==> src/rtl/nrmi_ram.sv <==
`timescale 1ns / 1ps
// ----------------------------------------------------------------------------
// nrmi_ram
// Simple dual-port synchronous RAM, one write and one registered read port.
// ----------------------------------------------------------------------------
module nrmi_ram #(
  parameter int W  = 8,
  parameter int AW = 6
) (
  input  logic          clk,
  input  logic          we,
  input  logic [AW-1:0] waddr,
  input  logic [W-1:0]  wdata,
  input  logic [AW-1:0] raddr,
  output logic [W-1:0]  rdata
);

  localparam int DEPTH = 1 << AW;

  logic [W-1:0] mem [DEPTH];

  always_ff @(posedge clk) begin
    if (we) begin
      mem[waddr] <= wdata;
    end
    rdata <= mem[raddr];
  end

endmodule

==> config.mk <==
export PLATFORM = sky130hd
export DESIGN_NAME = nrmi_ram
export DESIGN_NICKNAME = d
export VERILOG_FILES = /design/src/rtl/nrmi_ram.sv
export SDC_FILE = /design/constraint.sdc
export NUM_CORES = 1
export LEC_CHECK = 0
export BUFFER_PORTS_ARGS = -buffer_cell sky130_fd_sc_hd__buf_4
export CAP_MARGIN = 10
export CORE_AREA = 2 2 225 171
export CTS_BUF_LIST = sky130_fd_sc_hd__clkbuf_8
export DETAILED_ROUTE_END_ITERATION = 10
export DIE_AREA = 0 0 227 173
export GPL_TIMING_DRIVEN = 0
export HOLD_SLACK_MARGIN = 0.1
export PLACE_DENSITY = 0.7
export SLEW_MARGIN = 10
export SYNTH_ARGS = -nofsm -noshare
export SYNTH_HDL_FRONTEND = slang
export SYNTH_SLANG_ARGS = --single-unit
==> constraint.sdc <==
create_clock -name clk -period 2.3 [get_ports clk]
set_input_delay 0.23 -clock clk [delete_from_list [all_inputs] [get_ports clk]]
set_output_delay 0.23 -clock clk [all_outputs]
set_load 0.02 [all_outputs]
# Yosys cells after proc, flatten, opt, wreduce, memory -nomap -nowiden
# Memory sizes are Yosys's and may differ from the RTL's. A register that Yosys moved wholly into a read port is not among the register bits.
# Index checks and enable logic that the tools add are counted.
[word_totals]
reg_bits = 0
mem_bits_rw = 512
input_bits = 22
out_inout_bits = 8
elab_cells = 3
n_memories = 1
[memory_table]
columns = ["name", "words", "width", "read_ports", "rd_ports_with_merged_regs", "write_ports", "line", "source"]
rows = [
  ["mem", 64, 8, 1, 1, 1, "20", "logic [W-1:0] mem [DEPTH];"],
]
[op_classes]
mux = 2
[op_table]
columns = ["op", "count"]
rows = [
  ["$mux 1", 2],
]

# Depth between registers and ports, before layout
[logic_depth]
ltp_word = 2
ltp_mapped = 9
ltp_nobuf = 5

# Worst setup path after synthesis
# OpenSTA, ideal clock, no wires.
[synth_timing]
path_type = "in2reg"
startpoint = "input port raddr[1]"
endpoint = "register rdata[3], read port of mem"
setup_time_ps = 128
t_arrival_ps = 1770
required_ps = 2172
setup_slack_ps = 402
path_stages = 7
path_buffers = 3
path_cell_list = "buf_4 > buf_2 > buf_2 > mux4_2 > mux4_2 > o21ai_1 > o41ai_1"
[synth_lines]
columns = ["element", "line", "source"]
rows = [
  ["start, declared", "14", "input logic [AW-1:0] raddr,"],
  ["end, declared", "15", "output logic [W-1:0] rdata"],
]

==> results_dict.tcl <==
set metrics [dict create \
    result_of_the_run "complete, but fails checks" \
    violations "negative setup slack" \
    synth_compound_area_share_pct 2.07 \
    y_dimension_of_the_die_um 173 \
    cp_data_required_time_ns 2.81 \
    area.growth.synth_to_final_pct 10.9 \
    multi_input_comb_area_sq_um 4320 \
    power_density_nw_per_um2 827 \
    finish.instance_area_sq_um 22400 \
    yosysMostFrequentCell "sky130_fd_sc_hd__edfxtp_1" \
    crit_path_cell_trace "buf_4 -> buf_2 -> buf_4 -> buf_2 -> mux4_2 -> mux2i_1 -> a21oi_1 -> o21ai_1 -> o41ai_1" \
    viasPerCell 6.31 \
    finish.cell_count_without_fillers 1601 \
    grtUsageMet2_pct 33.7 \
    post_detailed_route_drc_marker_count 0 \
    delay_contributed_by_the_slowest_stage_of_the_critical_path_ns 0.49 \
    coreArea_sq_um 36900 \
    setup_repair_after_global_routing_missed_its_margin "false" \
    clock_tree_buffer_depth 3 \
    clk_pwr_share_pct 37.2 \
    postSynth.asyncResetShare_pct 0 \
    drt_first_iter_violations 1588 \
    synthesis.nets 962 \
    ant_diodes 0 \
    grt_first_pass_wirelength_um 68400 \
    gr-usage-met1_pct 40.0 \
    min_period_over_period_pct 101 \
    layout-drive-gt1-share_pct 26.5 \
    p_sw_share_pct 22.8 \
    firstDrtPassIters 5 \
    report.final.hold_viol_count 0 \
    global_route.usage.met3_pct 6.90 \
    grt_antenna_before_repair 1 \
    combinational_family_with_the_most_area_after_synthesis "multiplexers" \
    fin_skew_ns 0.0346 \
    critical_path.endpoint_type "flop" \
    die_width_um 227 \
    ys_seq_area_share_pct 77.0 \
    synth_largest_area_cell "sky130_fd_sc_hd__edfxtp_1" \
    final_nets 1064 \
    cts.root.buffer_cell "sky130_fd_sc_hd__clkbuf_8" \
    synth_enable_flop_cells 512 \
    synth_mux_area_share_pct 15.9 \
    synth.ff_latch_count 520 \
    worstMarginPinSlew_ns 1.20 \
    post_synth_inst_count 940 \
    post-cts-setup-buffer-count 0 \
    preCtsSetupSlack_ns -0.626 \
    path_class "primary input to flop" \
    fin_ws_ns -0.0192 \
    clkLatencyLatePin_ns 0.65 \
    utilization_pct 60.5 \
    worst-path-max-fanout 10 \
    htree_num_levels 3 \
    postSynthAreaPerCell_sq_um 21.5 \
    initial_utilization_pct 54.6 \
    synth_area_leaders "sky130_fd_sc_hd__edfxtp_1 76%, sky130_fd_sc_hd__mux4_2 14%, sky130_fd_sc_hd__nor2_1 1.5%" \
    max-cap-violations 0 \
    final-max-slew-violation-count 0 \
    grt_pass1_vias 9958 \
    total_leakage_power_nw 7.05 \
    num_vias 10100 \
    critPathLaunchType "primary input" \
    synth.yosys.warnings 0 \
    seq_power_share_pct 56.9 \
    io-pin-count 30 \
    cts_num_sinks 520 \
    placement_cell_area_sq_um 21000 \
    fin_worst_hold_slack_ns 0.147 \
    io_buffers 21 \
    cp_delay_by_family_top "buffers and inverters" \
    sequential_cell_area_sq_um 15500 \
    cts_tree "yes" \
    layout.filler_cells 2655 \
    total_grt_overflow 0 \
    antenna_violating_nets_post_route 0 \
    internal_power_mw 14.3 \
    detailedPlacementHpwl_um 30400 \
    hold_path.class "primary input to flop" \
    p_sw_mw 4.21 \
    synth.top_cells.by_count "512 x sky130_fd_sc_hd__edfxtp_1, 126 x sky130_fd_sc_hd__mux4_2, 83 x sky130_fd_sc_hd__nor2_1" \
    final_period_minus_worst_setup_slack_ns 2.32 \
    worstPathArrival_ns 2.83 \
    xor_xnor_share_of_the_synthesized_area_pct 0 \
    totalWireLength_um 47900 \
    synth-adder-area-share_pct 0 \
    rows 61 \
    yosys_most_used_dff "sky130_fd_sc_hd__edfxtp_1" \
    post-synth-top-area-fraction_pct 76.2 \
    gr-usage-all-layers_pct 25.0 \
    synth_cell_type_count 40 \
    clk_transition_reported_paths_ns 0.07 \
    worst_ir_drop_vdd_v 0.000562 \
    crit_path_max_delay_cell_type "sky130_fd_sc_hd__buf_2" \
    grt_busiest_layer "met1" \
    yosys.area_share.simple_pct 3.39 \
    numCtsBuffers 77 \
    grt_start_max_net_pins 65 \
    timing.fmax_mhz 431 \
    comb_power_share_pct 5.9 \
    synthesis.area_sq_um 20200 \
    numPlacedInstances 1465 \
    dieArea_sq_um 39300 \
    maxSlewHeadroom_pct 19.7 \
    setup_viol 3 \
    critPathBufInv 4 \
    gp_congestion 0.936 \
    routed_wire_length_per_instance_um 29.9 \
]
==> layout make-up <==
class                      count  area share [%]
clock buffer                  81            4.99
tap                          504            2.82
multi-input combinational    369            19.3
clock inverter                53            1.20
timing repair buffer          23           0.772
buffer                        51            1.43
sequential                   520            69.5
==> path summary, 6_finish.rpt <==
check                           slack [ns]    endpoint  startpoint  cells past startpoint
worst min register to register        0.97    rdata[7]   mem[6][7]                      4
worst min-delay path                  0.15  mem[49][5]    wdata[5]                      1
worst max-delay path                 -0.02    rdata[3]    raddr[1]                      9
worst max register to register        0.11    rdata[4]  mem[29][4]                      5
==> placed cells by master, fill, tap and decap left out, types with 3 or more instances in the layout <==
master	count
sky130_fd_sc_hd__nor2b_1	14
sky130_fd_sc_hd__buf_4	34
sky130_fd_sc_hd__inv_6	4
sky130_fd_sc_hd__nand3_1	13
sky130_fd_sc_hd__a21oi_1	3
sky130_fd_sc_hd__buf_2	12
sky130_fd_sc_hd__nor3_1	7
sky130_fd_sc_hd__nand2b_1	7
sky130_fd_sc_hd__o2111ai_1	3
sky130_fd_sc_hd__o221ai_1	8
sky130_fd_sc_hd__mux2_2	13
sky130_fd_sc_hd__o22ai_1	8
sky130_fd_sc_hd__nand2_1	19
sky130_fd_sc_hd__a221oi_1	6
sky130_fd_sc_hd__inv_1	28
sky130_fd_sc_hd__clkinv_2	7
sky130_fd_sc_hd__o2bb2ai_1	3
sky130_fd_sc_hd__mux2i_1	23
sky130_fd_sc_hd__nand3b_1	3
sky130_fd_sc_hd__edfxtp_1	512
sky130_fd_sc_hd__buf_6	4
sky130_fd_sc_hd__nor2_1	83
sky130_fd_sc_hd__dfxtp_1	8
sky130_fd_sc_hd__clkbuf_1	17
sky130_fd_sc_hd__clkbuf_8	81
sky130_fd_sc_hd__a22oi_1	3
sky130_fd_sc_hd__a211oi_1	4
sky130_fd_sc_hd__clkinv_1	10
sky130_fd_sc_hd__mux4_2	126
==> timing repair <==
| action | 4_1_cts | 5_1_grt |
|---|---|---|
| endpoints found under the hold margin | 3 | 0 |
| hold buffers | 1 | 0 |
| resized for setup | 0 | 3 |
| setup endpoints to repair | 0 | 5 |
==> cells by family (layout without fill, tap and decap cells) <==
kind of cell	after synthesis	after routing
AOI/OAI and AO/OA	54	54
buffers and inverters	51	208
DFF	520	520
muxes	162	162
and+or+nand+nor	153	153
==> stage by stage <==
stage | power, mW | TNS (ns)
after global routing | 19.0 | 0
final | 18.5 | -0.0310
after floorplan | 11.3 | 0
after global placement | 11.8 | -11.73
after detailed placement | 11.8 | -18.57
after CTS | 18.5 | 0
==> state kept, by name, summed over array words and instances (netlist names) <==
| signal | cells |
|---|---|
| mem | 512 |
| rdata | 8 |
==> power groups by stage <==
stage	Clock (mW)	Combinational, mW	Sequential [mW]
finish	6.88	1.09	10.5
global route	7.35	1.14	10.5
CTS	6.95	1.08	10.5
detailed placement	0	1.07	10.7
global placement	0	1.05	10.7
floorplan	0	0.559	10.7
==> metal layers <==
layer  wire (um)  share of wire [%]  vias up
met5           0                  0        -
met4        1200                2.5        0
met1       20800                 43     5249
met2       20300                 42      625
met3        5550                 12       89
li1            -                  -     4146
(Power assumes the default switching activity.)
