## src/rtl/nrmi_pkg.sv

```systemverilog
`timescale 1ns / 1ps
// ----------------------------------------------------------------------------
// nrmi_pkg
// Shared types and codes of the nearest-row missing imputation unit.
// ----------------------------------------------------------------------------
package nrmi_pkg;

  localparam int VAL_W  = 16;
  localparam int WORD_W = 32;
  localparam int GRP_W  = 8;
  localparam int KEY_W  = 17;
  localparam int IDX_W  = 6;
  localparam int MC_W   = 7;

  localparam logic [KEY_W-1:0] KEY_NONE = 17'h10000;

  localparam logic [1:0] OP_SET_GROUP = 2'd0;
  localparam logic [1:0] OP_WRITE     = 2'd1;
  localparam logic [1:0] OP_RUN       = 2'd2;
  localparam logic [1:0] OP_READ      = 2'd3;

  localparam logic REG_MARKER_COUNT = 1'b0;
  localparam logic REG_TARGET_GROUP = 1'b1;

  localparam logic KIND_READ   = 1'b0;
  localparam logic KIND_STATUS = 1'b1;

  typedef struct packed {
    logic              missing;
    logic [VAL_W-1:0]  value;
    logic [WORD_W-1:0] lod;
    logic [WORD_W-1:0] lkhd;
  } cell_t;

  localparam int CELL_W = $bits(cell_t);

  typedef enum logic [4:0] {
    S_IDLE,
    S_READ,
    S_G_ISS,
    S_G_CAP,
    S_ROW,
    S_SCAN_ISS,
    S_SCAN_CAP,
    S_RK_CAND,
    S_RK_ISS,
    S_RK_A,
    S_RK_B,
    S_RK_DIV,
    S_RK_WAIT,
    S_FL_ISS,
    S_FL_CHK,
    S_FS_ISS,
    S_FS_CAP,
    S_FL_COPY
  } state_t;

endpackage

```

## src/rtl/nrmi_div.sv

```systemverilog
`timescale 1ns / 1ps
// ----------------------------------------------------------------------------
// nrmi_div
// Restoring divider, one quotient bit per cycle, truncated quotient.
// ----------------------------------------------------------------------------
module nrmi_div #(
  parameter int SW = 22,
  parameter int DW = 7
) (
  input  logic                     clk,
  input  logic                     rst,
  input  logic                     start,
  input  logic [SW-1:0]            dividend,
  input  logic [DW-1:0]            divisor,
  output logic                     done,
  output logic [nrmi_pkg::KEY_W-1:0] quotient
);

  localparam int CNT_W = $clog2(SW + 1);

  logic             active;
  logic [CNT_W-1:0] cnt;
  logic [DW-1:0]    rem;
  logic [DW-1:0]    dvs;
  logic [SW-1:0]    dvd;
  logic [SW-1:0]    quo;
  logic [DW:0]      trial;
  logic             fits;

  assign trial = {rem, dvd[SW-1]};
  assign fits  = trial >= {1'b0, dvs};
  assign quotient = quo[nrmi_pkg::KEY_W-1:0];

  always_ff @(posedge clk) begin
    if (rst) begin
      active <= 1'b0;
      done   <= 1'b0;
      cnt    <= '0;
    end else begin
      done <= 1'b0;
      if (start) begin
        active <= 1'b1;
        cnt    <= '0;
      end else if (active) begin
        cnt <= cnt + 1'b1;
        if (cnt == CNT_W'(SW - 1)) begin
          active <= 1'b0;
          done   <= 1'b1;
        end
      end
    end
  end

  always_ff @(posedge clk) begin
    if (start) begin
      rem <= '0;
      dvs <= divisor;
      dvd <= dividend;
      quo <= '0;
    end else if (active) begin
      rem <= fits ? DW'(trial - {1'b0, dvs}) : trial[DW-1:0];
      dvd <= {dvd[SW-2:0], 1'b0};
      quo <= {quo[SW-2:0], fits};
    end
  end

endmodule

```

## config.mk

```make
export PLATFORM = sky130hd
export DESIGN_NAME = nrmi_div
export DESIGN_NICKNAME = d
export VERILOG_FILES = /design/src/rtl/nrmi_pkg.sv /design/src/rtl/nrmi_div.sv
export SDC_FILE = /design/constraint.sdc
export NUM_CORES = 1
export LEC_CHECK = 0
export CORE_MARGIN = 4
export CORE_UTILIZATION = 43
export DETAILED_ROUTE_END_ITERATION = 8
export DONT_BUFFER_PORTS = 1
export MAX_ROUTING_LAYER = met4
export PLACE_DENSITY = 0.67
export SKIP_CTS_REPAIR_TIMING = 1
export SLEW_MARGIN = 40
export SYNTH_ARGS = -nofsm -noshare
export SYNTH_HDL_FRONTEND = slang
export SYNTH_SLANG_ARGS = --single-unit
```

## constraint.sdc

```tcl
create_clock -name clk -period 4.9 [get_ports clk]
set_clock_uncertainty 0.05 [all_clocks]
set_input_delay 1.225 -clock clk [delete_from_list [all_inputs] [get_ports clk]]
set_output_delay 1.225 -clock clk [all_outputs]
set_load 0.01 [all_outputs]
```

# Word-level counts from Yosys, hierarchy flattened
# Index checks and enable logic that the tools add are counted.
# W data, S select, Z words.
dict set report totals {
  register_bits 60
  output_inout_bits 18
  word_cells 22
}
dict set report op_classes {
  add_sub_neg 2
  n_lt_le_gt_ge 1
  eq_ne 1
  n_mux 7
  bitwise_logic 1
  reduce_logical 3
}
# operator n
set ops {}
lappend ops {{$mux W22} 2}
lappend ops {{$ge A8 B7 Y1} 1}
lappend ops {{$mux W7} 1}
lappend ops {{$sub A7 B7 Y7} 1}
lappend ops {{$add A5 B1 Y5 const B} 1}
lappend ops {{$eq A5 B5 Y1 const B} 1}
lappend ops {{$mux W1} 4}
lappend ops {{$reduce_or A3 Y1} 1}
lappend ops {{$reduce_bool A2 Y1} 1}
lappend ops {{$reduce_or A2 Y1} 1}
lappend ops {{$not A1 Y1} 1}

# Logic depth before layout (Yosys ltp)
# Gate-level depths: netlist of run 1.
dict set report depth {
  depth_word 4
  depth_mapped 9
  depth_no_buf 7
}

# Worst setup path after synthesis of run 1
# OpenSTA, ideal clock, no wires.
dict set report synth_path {
  path_type {input to register}
  startpoint {in start}
  endpoint {reg dvd[0] (enable)}
  setup_ns 0.352
  arrival_ns 2.174
  required_ns 4.498
  path_slack_ns 2.324
  path_stages 3
  n_path_buf 2
  path_cell_list {clkbuf_1 -> buf_1 -> or2_2}
}
dict set report synth_via {
  elab_chain_cells 1
}
# item line
set synth_lines {}
lappend synth_lines {{start, declared} nrmi_div.sv:12} ;# input logic start,
lappend synth_lines {{$reduce_bool A2 Y1 (no line)} n/a}
lappend synth_lines {{end signal, assigned} nrmi_div.sv:58} ;# dvd <= dividend;
lappend synth_lines {{end signal, assigned} nrmi_div.sv:62} ;# dvd <= {dvd[SW-2:0], 1'b0};
lappend synth_lines {{end, declared} nrmi_div.sv:25} ;# logic [SW-1:0] dvd;
# No other way between the ends.
# A chain may end at the register's enable or synchronous reset.

# Final worst setup path of run 1
dict set report layout_path {
  startpoint {reg dvs[0]}
  endpoint {reg rem[2]}
}
dict set report layout_via {
  elab_chain_cells 2
  word_cells_on_any_way 3
  classes_between {add/sub (1); order compare (1); mux (1)}
}
# item line
set layout_lines {}
lappend layout_lines {{start, declared} nrmi_div.sv:24} ;# logic [DW-1:0] dvs;
lappend layout_lines {{start signal, assigned} nrmi_div.sv:57} ;# dvs <= divisor;
lappend layout_lines {{$sub A7 B7 Y7 or $ge A8 B7 Y1 (tied branches)} {nrmi_div.sv:61, nrmi_div.sv:31}}
lappend layout_lines {{$mux W7 *} nrmi_div.sv:61} ;# rem <= fits ? DW'(trial - {1'b0, dvs}) : trial[DW-1:0];
lappend layout_lines {{end signal, assigned} nrmi_div.sv:61}
lappend layout_lines {{end, declared} nrmi_div.sv:23} ;# logic [DW-1:0] rem;
# Every way passes the cells marked *; elsewhere a longest branch is shown, timed or not.

==> impl_metrics.yaml, run 1 <==
drt:
  initialDrtViolationCount: 94
  drc: 0
  vias_per_cell: 5.35
  num_vias: 1711
  drt-total-wl_mm: 4.86
  antenna_left: 0
  dr.pass1.iters: 4
  post_drt_wl_per_cell_um: 15.2
sta:
  slew_viol_final: 0
  worstMarginPinSlew_ns: 0.539
  rsz0062_at_grt: "no"
  hold_viol_final: 0
  fin_tns_setup_ns: 0
  fin_ws_ns: 2.55
  relSlewSlack: 0.640
  fin_crit_sh: 0.479
  max_freq_mhz: 426
  timing.final.crit_period_ns: 2.35
  finalSetupViolCount: 0
grt:
  use_met1: 0.173
  grt_util_met2: 0.204
  grt_pass1_wl_mm: 8.30
  antenna_found_initial: 0
  use_met3: 0.0562
  grt_pass1_vias: 1709
  top_usage_layer: "met2"
  grtUsageTotal: 0.141
  overflow: 0
  grt_max_degree: 64
clock_tree:
  cts.sinks: 60
  htree_levels: 3
  cts_root_buf: "clkbuf_8"
  numCtsBuffers: 9
  clk_latency_ns: 0.33
  cts_tree: "built"
  cts_buffer_depth: 2
  clk_pin_slew_ns: 0.07
cells_and_area:
  syn2layout_area_growth_pct: 8.25
  fin_nets: 280
  fin_cells: 320
  n_antenna_cell: 0
  drive_gt1_frac: 0.202
worst_setup_path:
  crit_path_max_fanout: 9
  end_kind: "flip-flop"
  arrival_ns: 2.54
  critPathLaunchType: "flip-flop"
  critPathRequiredTime_ns: 5.10
  worstSetupPathType: "reg2reg"
logic_synthesis:
  synth_top_cell_by_area: "edfxtp_1"
  synth_area_leaders: "edfxtp_1, dfxtp_1, mux2_2"
  yosys_warnings: 0
  synth_most_common_cell: "nor2_1"
  syn_nets: 284
  yosys-top-cells-count: "nor2_1, dfxtp_1, edfxtp_1, mux2_2, mux2i_1"
  synth-async-reset-ratio: 0
  synth_edf_count: 29
  yosysSeqAreaShare: 0.526
  syn-cell-area_mm2: 0.00284
  ys_ff_latch: 60
  synthesis.instances: 242
  synth_area_per_cell_um2: 11.7
  ys.flop_type: "dfxtp_1"
  netlist.area_leader.share: 0.307
  synth_cell_types: 49
power:
  powerDensity_mw_per_mm2: 375
  total_leakage_power_nw: 1.13
  ir_drop_uv: 217
floorplan:
  die_area_mm2: 0.00796
  die_y_um: 89.2
  coreArea_mm2: 0.00639
  io_pins: 50
  start_util: 0.444
  row_count: 29
  die_width_um: 89.2
placement:
  portBuffers: 0
  gp_congestion: 0.759
  dpl.hpwl_mm: 3.30
  dp.cells: 304
  pre_cts_slack_ns: 2.60
status:
  status: "finished, final reports clean"
flow_run:
  cap_violations: 0
worst_hold_path:
  hold_path_class: "reg2reg"
[layer usage]
metal,wire length [um],part of all wire
met1,2240,0.46
met2,2270,0.47
met3,286,0.059
met4,63,0.013
met5,0,0
[per-stage QoR]
step                utilization  hold slack, ns  total power [mW]  instance area [um^2]
floorplan                     -           0.429             0.687                  2840
global route              0.481           0.512              1.20                  3070
detailed placement        0.448           0.457             0.701                  2860
finish                    0.481           0.462              1.15                  3070
CTS                       0.481           0.463              1.16                  3070
global placement          0.448           0.443             0.698                  2860
[path summary, 6_finish.rpt]
| path | cells after the start | slack (ns) | from | end |
|---|---|---|---|---|
| max | 6 | 2.55 | dvs[0] | rem[2] |
| min | 2 | 0.46 | cnt[1] | cnt[1] |
| max reg2reg | 6 | 2.55 | dvs[0] | rem[2] |
| min reg2reg | 2 | 0.46 | cnt[1] | cnt[1] |
[state kept, by name, indices dropped and copies added, names as in the netlist]
register,cells
active,1
cnt,5
done,1
dvd,22
dvs,7
quo,17
rem,7
[where the power goes]
part           switching, mW  total (mW)  internal, mW
clock                  0.199       0.463         0.264
sequential            0.0201       0.581         0.560
combinational         0.0535       0.108        0.0543
[kinds of logic (layout without fill, tap and decap cells)]
| kind of cell | count (synthesis) | count (layout) | share of synthesized area |
|---|---|---|---|
| muxes | 37 | 37 | 0.140 |
| DFF | 60 | 60 | 0.526 |
| buffers and inverters | 27 | 28 | 0.0423 |
| and+or+nand+nor | 70 | 70 | 0.127 |
| xor gates and xnor gates | 7 | 7 | 0.0216 |
| adders and majority gates | 10 | 10 | 0.0468 |
| AOI/OAI and AO/OA | 31 | 31 | 0.0966 |
[layout by cell type (no fill, tap or decap), types with 3 or more instances in the layout]
master / count
a211oi_1: 4
a21o_1: 3
a41oi_1: 4
clkbuf_8: 9
clkinv_2: 3
dfxtp_1: 30
edfxtp_1: 29
ha_1: 9
inv_1: 12
mux2_2: 21
mux2i_1: 16
nand2_1: 7
nand2b_1: 5
nand3b_1: 3
nand4_1: 4
nor2_1: 32
nor3b_1: 5
xnor2_1: 4
xor2_1: 3
[cell type report]
cell class              count  area [um^2]
fillers                   554         3320
clock buffers              10          149
well taps                  77         96.3
flip-flops and latches     60         1500
clock inverters             6         60.1
inverters                  12         45.0
multi-input cells         155         1220
[worst max-delay path, cell delays in order, from the launching register on]
cell and delay (ns):
edfxtp_1 0.37, ha_1 0.22, fa_1 0.40, nand2b_1 0.19, a211o_1 0.39, and3_1 0.34, a311oi_2 0.30
Power figures use the tool's default switching activity.
==> run 2, diff against run 1 <==
- ABC_AREA: unset -> 1
- PLACE_DENSITY: 0.67 -> 0.69
- clock period: 4.9 -> 2.05 ns (I/O delays scaled with it)
==> impl_metrics.yaml, run 2 <==
cells_and_area:
  n_antenna_cell: 0
  largestRegisters: "dvd x22, quo x17"
  largest_register_ffs: 22
  mostFrequentLayoutCells: "nand2_1, inv_1, dfxtp_1"
  drive_gt1_frac: 0.0633
  syn2layout_area_growth_pct: 8.81
  fin_nets: 353
  final_common_cell: "nand2_1"
  fin_util: 0.490
  top_register: "dvd"
worst_hold_path:
  min_to: "rem[2]"
  min_from: "start"
  whs_path_depth: 1
  hold_path_class: "in2reg"
floorplan:
  coreArea_mm2: 0.00599
  die_area_mm2: 0.00761
  die_width_um: 87.2
  row_count: 28
  start_util: 0.451
  io_pins: 50
  die_y_um: 87.2
clock_tree:
  htree_levels: 3
  clk_pin_slew_ns: 0.06
  cts_root_buf: "clkbuf_8"
  numCtsBuffers: 9
  cts_buffer_depth: 2
  clk_latency_ns: 0.33
  cts.sinks: 60
  cts_tree: "built"
sta:
  fin_crit_sh: 0.922
  max_freq_mhz: 529
  finalSetupViolCount: 0
  rsz0062_at_grt: "no"
  hold_viol_final: 0
  slew_viol_final: 0
  fin_tns_setup_ns: 0
  timing.final.crit_period_ns: 1.89
  worstMarginPinSlew_ns: 0.444
  fin_ws_ns: 0.159
  relSlewSlack: 0.704
placement:
  portBuffers: 0
  gp_congestion: 0.848
  dpl.hpwl_mm: 3.60
  pre_cts_slack_ns: 0.146
logic_synthesis:
  synth_area_leaders: "edfxtp_1, dfxtp_1, nand2_1"
  synth_most_common_cell: "nand2_1"
  synth-async-reset-ratio: 0
  yosys-top-cells-count: "nand2_1, inv_1, dfxtp_1, edfxtp_1, nand3_1"
  syn-cell-area_mm2: 0.00270
  netlist.area_leader.share: 0.323
  ys_ff_latch: 60
  synth_area_per_cell_um2: 8.85
  synth_edf_count: 29
  synthesis.instances: 305
  synth_top_cell_by_area: "edfxtp_1"
  yosys_warnings: 0
  ys.flop_type: "dfxtp_1"
  synth_cell_types: 34
  syn_nets: 347
  yosysSeqAreaShare: 0.553
worst_setup_path:
  reg2reg_depth: 10
  crit_start: "dvs[0]"
  crit_path_max_fanout: 9
  timing.rr.end: "rem[5]"
  arrival_ns: 2.07
  worstSetupPathType: "reg2reg"
  critPathLaunchType: "flip-flop"
  reg2reg_from: "dvs[0]"
  r2r_slack_ns: 0.16
  critPathRequiredTime_ns: 2.23
  end_kind: "flip-flop"
drt:
  dr.max_layer_used: "met4"
  wl_met1_mm: 2.33
  num_vias: 1897
  drt-total-wl_mm: 4.98
  dr.pass1.iters: 4
  initialDrtViolationCount: 147
  routed-wl-met3_um: 226
  post_drt_wl_per_cell_um: 12.7
  met2_length_mm: 2.32
  vias_per_cell: 4.85
  drc: 0
  antenna_left: 0
grt:
  overflow: 0
  grt_pass1_wl_mm: 8.63
  antenna_found_initial: 0
  grt_max_degree: 35
  grtUsageTotal: 0.153
  grt_pass1_vias: 1923
power:
  power.internal_mw: 1.87
  power_mw: 2.48
  combPwrFrac: 0.104
  powerDensity_mw_per_mm2: 843
  p_sw_uw: 608
  seqPwrFrac: 0.553
  total_leakage_power_nw: 1.29
  switching_share: 0.245
  pwr-share-clk: 0.342
  ir_drop_uv: 647
status:
  status: "finished, final reports clean"
flow_run:
  cap_violations: 0
run 2: cell types whose count changed after synthesis, moves of 16 or more:
cell / before / now
nand2_1: 7 / 105
inv_1: 12 / 47
nor2_1: 32 / 10
mux2_2: 21 / 0
mux2i_1: 16 / 0
run 2: critical path: stages, from the launching register on:
cell	delay, ns
edfxtp_1	0.38
ha_1	0.23
fa_1	0.36
inv_1	0.12
nand3_1	0.11
nand2_1	0.11
nand2_1	0.09
nand3_4	0.12
nand3_1	0.10
nand3_1	0.07
nand2_1	0.05
run 2: through the flow:
| stage | area (um^2) | cells | hold WS [ns] |
|---|---|---|---|
| floorplan | 2700 | 305 | 0.392 |
| global placement | 2780 | 375 | 0.407 |
| detailed placement | 2780 | 375 | 0.409 |
| CTS | 2940 | 391 | 0.192 |
| global route | 2940 | 391 | 0.191 |
| finish | 2940 | 391 | 0.210 |
run 2: final cells by class:
type	instances	area, um^2
clock buffer	13	139
clock inverter	3	13.8
fill	567	3050
inverter	48	180
multi-input combinational	189	983
sequential	60	1490
tap	75	93.8
timing repair buffer	3	35.0
run 2: power groups by stage:
stage | sequential [mW] | combinational [mW] | clock (mW)
floorplan | 1.38 | 0.221 | 0
global placement | 1.40 | 0.257 | 0
detailed placement | 1.40 | 0.260 | 0
CTS | 1.37 | 0.262 | 0.882
global route | 1.38 | 0.302 | 0.947
finish | 1.37 | 0.259 | 0.847
run 2: kinds of logic after synthesis:
group | after synthesis | synth area share
AND/OR/NAND/NOR | 147 | 0.238
flip-flops | 60 | 0.553
buffers and inverters | 56 | 0.0830
AO/OA/AOI/OAI | 30 | 0.0705
adder cells (fa/ha/maj) | 10 | 0.0491
XOR/XNOR | 2 | 0.00649
run 2: how the worst max path moves through the flow:
stage | end | depth (start not counted)
after detailed placement | rem[5] | 10
after CTS | rem[5] | 10
final | rem[5] | 10
after global placement | rem[0] | 10
after global routing | rem[0] | 10
after floorplan | rem[5] | 10
run 2: routing by layer:
layer	global-route usage	up-vias
li1	-	1003
met1	0.185	844
met2	0.227	42
met3	0.0369	8
met4	0.0990	0
met5	-	-
